**config.mk**
```make
export PLATFORM = sky130hd
export DESIGN_NAME = cwhc_ram
export DESIGN_NICKNAME = d
export VERILOG_FILES = /design/src/hw/rtl/assert_macros.svh /design/src/hw/rtl/cwhc_ram.sv
export SDC_FILE = /design/constraint.sdc
export NUM_CORES = 1
export LEC_CHECK = 0
export BUFFER_PORTS_ARGS = -buffer_cell sky130_fd_sc_hd__buf_2
export CORE_UTILIZATION = 55
export DETAILED_ROUTE_END_ITERATION = 6
export GPL_TIMING_DRIVEN = 0
export HOLD_SLACK_MARGIN = 0.12
export PLACE_DENSITY = 0.72
export SLEW_MARGIN = 20
export SYNTH_ARGS = -nofsm -noshare
export SYNTH_HDL_FRONTEND = slang
export SYNTH_SLANG_ARGS = --single-unit
```
**constraint.sdc**
```tcl
create_clock -name clk -period 5.1 [get_ports clk]
set_input_delay 0.51 -clock clk [delete_from_list [all_inputs] [get_ports clk]]
set_output_delay 0.51 -clock clk [all_outputs]
set_load 0.03 [all_outputs]
```
**src/hw/rtl/assert_macros.svh**
```systemverilog
// Assertion macros used by the top-level RTL file.
`ifndef ASSERT_MACROS_SVH
`define ASSERT_MACROS_SVH

// Check an implication or sequence property on every rising clock edge outside reset.
`define ASSERT_PROP(label, clk, rst_n, prop, msg) \
	label: assert property (@(posedge clk) disable iff (!(rst_n)) (prop)) else $error(msg);

// Check that a condition never holds on a rising clock edge outside reset.
`define ASSERT_NEVER(label, clk, rst_n, cond, msg) \
	label: assert property (@(posedge clk) disable iff (!(rst_n)) !(cond)) else $error(msg);

`endif

```
**src/hw/rtl/cwhc_ram.sv**
```systemverilog
// Generic single-write, single-read RAM with registered read data.
`timescale 1ns / 1ps

module cwhc_ram #(
	parameter int WIDTH = 8,
	parameter int DEPTH = 16
) (
	input  logic                     clk,
	input  logic                     we,
	input  logic [$clog2(DEPTH)-1:0] waddr,
	input  logic [WIDTH-1:0]         wdata,
	input  logic                     re,
	input  logic [$clog2(DEPTH)-1:0] raddr,
	output logic [WIDTH-1:0]         rdata
);

	logic [WIDTH-1:0] mem_q [DEPTH];

	always_ff @(posedge clk) begin
		if (we) begin
			mem_q[waddr] <= wdata;
		end
		if (re) begin
			rdata <= mem_q[raddr];
		end
	end

endmodule

```
==> results.txt <==
antenna violations before repair: 0
worst slew pin tran: 0.819 ns
clock skew: 0.00636 ns
library cells used by synthesis: 18
Synth Cell Area: 5230 µm²
# fillers: 600
Initial Util: 0.566
P&R area growth vs syn: 16.9%
CP Capture Type: flip-flop
FP Rows: 35
Worst EP required: 5.24 ns
CP Class: in2reg
Final setup viols: 0
multi-input logic area: 1080 µm²
HP Start: re
CTS Hold Bufs: 0
crit-path max FO: 8
RSZ-0062 raised after global routing: no
worst relative slew slack: 0.452
vias per inst: 5.81
Initial DRC Count: 288
TritonCTS Buffers: 17
setup tns final: 0 ns
number of buffers added on ports: 25
WHS: 0.326 ns
Setup crit start: waddr[2]
wirelength, routed: 9.59 mm
Tmin final: 1.70 ns
All-Layer GR Usage: 0.217
ANT cells: 0
Setup WS post-layout: 3.40 ns
FMAX: 590 MHz
Worst-Skew Late Latency: 0.52 ns
post-cts resize count: 0
DRT Pass-1 Iters: 5
largest net degree at the start of global routing: 17
sequential fraction of the synthesis area: 0.781
fin. max-slew vios: 0
core footprint: 9240 µm²
met1 usage: 0.314
Nets: 292
Place WS: 2.89 ns
worst vdd ir: 247 µV
count of state elements after synthesis: 136
met2 Use GR: 0.326
Power per Cell Area: 420 nW/µm²
Sink Count: 136
Synth area leaders: edfxtp_1, mux4_2, mux4_1, a22oi_1, nor2_1
layout cells sized above 1: 0.305
Syn. warnings: 0
CP startpoint kind: input port
Die H: 99.5 µm
global placement routability congestion: 0.733
top-area cell type share of the netlist area: 0.781
Reg clk slew, reported paths: 0.06 ns
final hold vios: 0
first-pass GRT wire length: 14.4 mm
Mean Syn Cell Area: 22.8 µm²
Tcrit/Tclk final: 0.332
met3 Use GR: 0.0527
WL/cell: 23.2 µm
Die Span X: 99.5 µm
Hold/Removal Path Class: in2reg
cell taking the most area after synthesis: edfxtp_1
total number of vias: 2404
post-CTS setup buffers: 0
Antenna Nets Post-Route: 0
Root Buffer: clkbuf_8
Worst EP arrival: 1.84 ns
TritonCTS clock tree: done
dpl hpwl: 6.10 mm
Max Buffers Root-to-Sink: 2
H-tree depth: 4
GRT busiest layer: met2
register area: 4080 µm²
reg-to-reg startpoint: mem_q[5][0]
Syn Nets: 248
Max-Cap Viols: 0
global route overflow: 0
cell count after synthesis: 229
vias in the first global route: 2409
P_leak: 2.03 nW
Residual DRC: 0
DIE AREA: 9900 µm²
Ports: 27
status: complete, no violations
path summary, 6_finish.rpt:
check / end / slack (ns) / depth (start not counted)
worst max-delay path: mem_q[3][1] / 3.40 / 3
worst min-delay path: rdata[2] / 0.33 / 1
worst min register to register: rdata[4] / 0.76 / 3
worst max register to register: rdata[0] / 3.55 / 3
metrics by stage:
| stage | instance area (µm²) | std cells | total power, mW | utilization |
|---|---|---|---|---|
| 2_1_floorplan | 5230 | 229 | 1.36 | - |
| 3_3_place_gp | 5510 | 383 | 1.41 | 0.597 |
| 3_5_place_dp | 5530 | 383 | 1.42 | 0.599 |
| 4_1_cts | 6110 | 414 | 2.58 | 0.661 |
| 5_1_grt | 6110 | 414 | 2.63 | 0.661 |
| 6_report | 6110 | 414 | 2.57 | 0.661 |
layout by cell type, fill, tap and decap left out, types with 4 or more instances in the layout:
cell and count:
nor2_1 13, mux4_1 14, clkinvlp_4 4, a22oi_1 16, nand2_1 9, nor3_2 4
buf_2 28, clkbuf_16 16, mux4_2 18, edfxtp_1 136
worst max-delay path, stage by stage:
cell and delay (ns):
buf_2 0.12, or3b_2 0.55, nor2_1 0.66
power by group:
group	switching, mW	internal, mW
sequential	0.00538	1.26
clock	0.437	0.737
combinational	0.0784	0.0487
flip-flops by register name, indices dropped and copies added, names as in the netlist:
register,cells
mem_q,128
rdata,8
layout make-up:
cell class,instances,area share
Sequential cell,136,0.669
Clock buffer,18,0.0684
Multi-Input combinational cell,83,0.176
Clock inverter,13,0.0256
Tap cell,129,0.0264
Buffer,10,0.0141
Timing Repair Buffer,25,0.0205
synth_stat cells:
| master | count |
|---|---|
| and2b_1 | 1 |
| buf_4 | 1 |
| mux4_2 | 18 |
| edfxtp_1 | 136 |
| buf_6 | 3 |
| nor2b_1 | 1 |
| buf_2 | 3 |
| nor2_1 | 13 |
| or3b_2 | 1 |
| clkdlybuf4s25_2 | 3 |
| nand2_1 | 9 |
| mux4_1 | 14 |
| nand3b_1 | 2 |
| nor3_1 | 4 |
| nand2b_1 | 2 |
| a22oi_1 | 16 |
| and2_1 | 1 |
| nand3_1 | 1 |
logic make-up (layout without fill, tap and decap cells):
| kind of cell | count (synthesis) | count (layout) | share of synthesized area |
|---|---|---|---|
| AND/OR/NAND/NOR | 35 | 35 | 0.0314 |
| AO/OA/AOI/OAI | 16 | 16 | 0.0230 |
| multiplexers | 32 | 32 | 0.148 |
| buffers and inverters | 10 | 66 | 0.0165 |
| flip-flops | 136 | 136 | 0.781 |
per-layer routing:
layer | vias up | share of wire
met5 | - | 0
met1 | 1214 | 0.43
met2 | 104 | 0.49
li1 | 1070 | -
met4 | 0 | 0.016
met3 | 16 | 0.066
(Power assumes the default switching activity.)
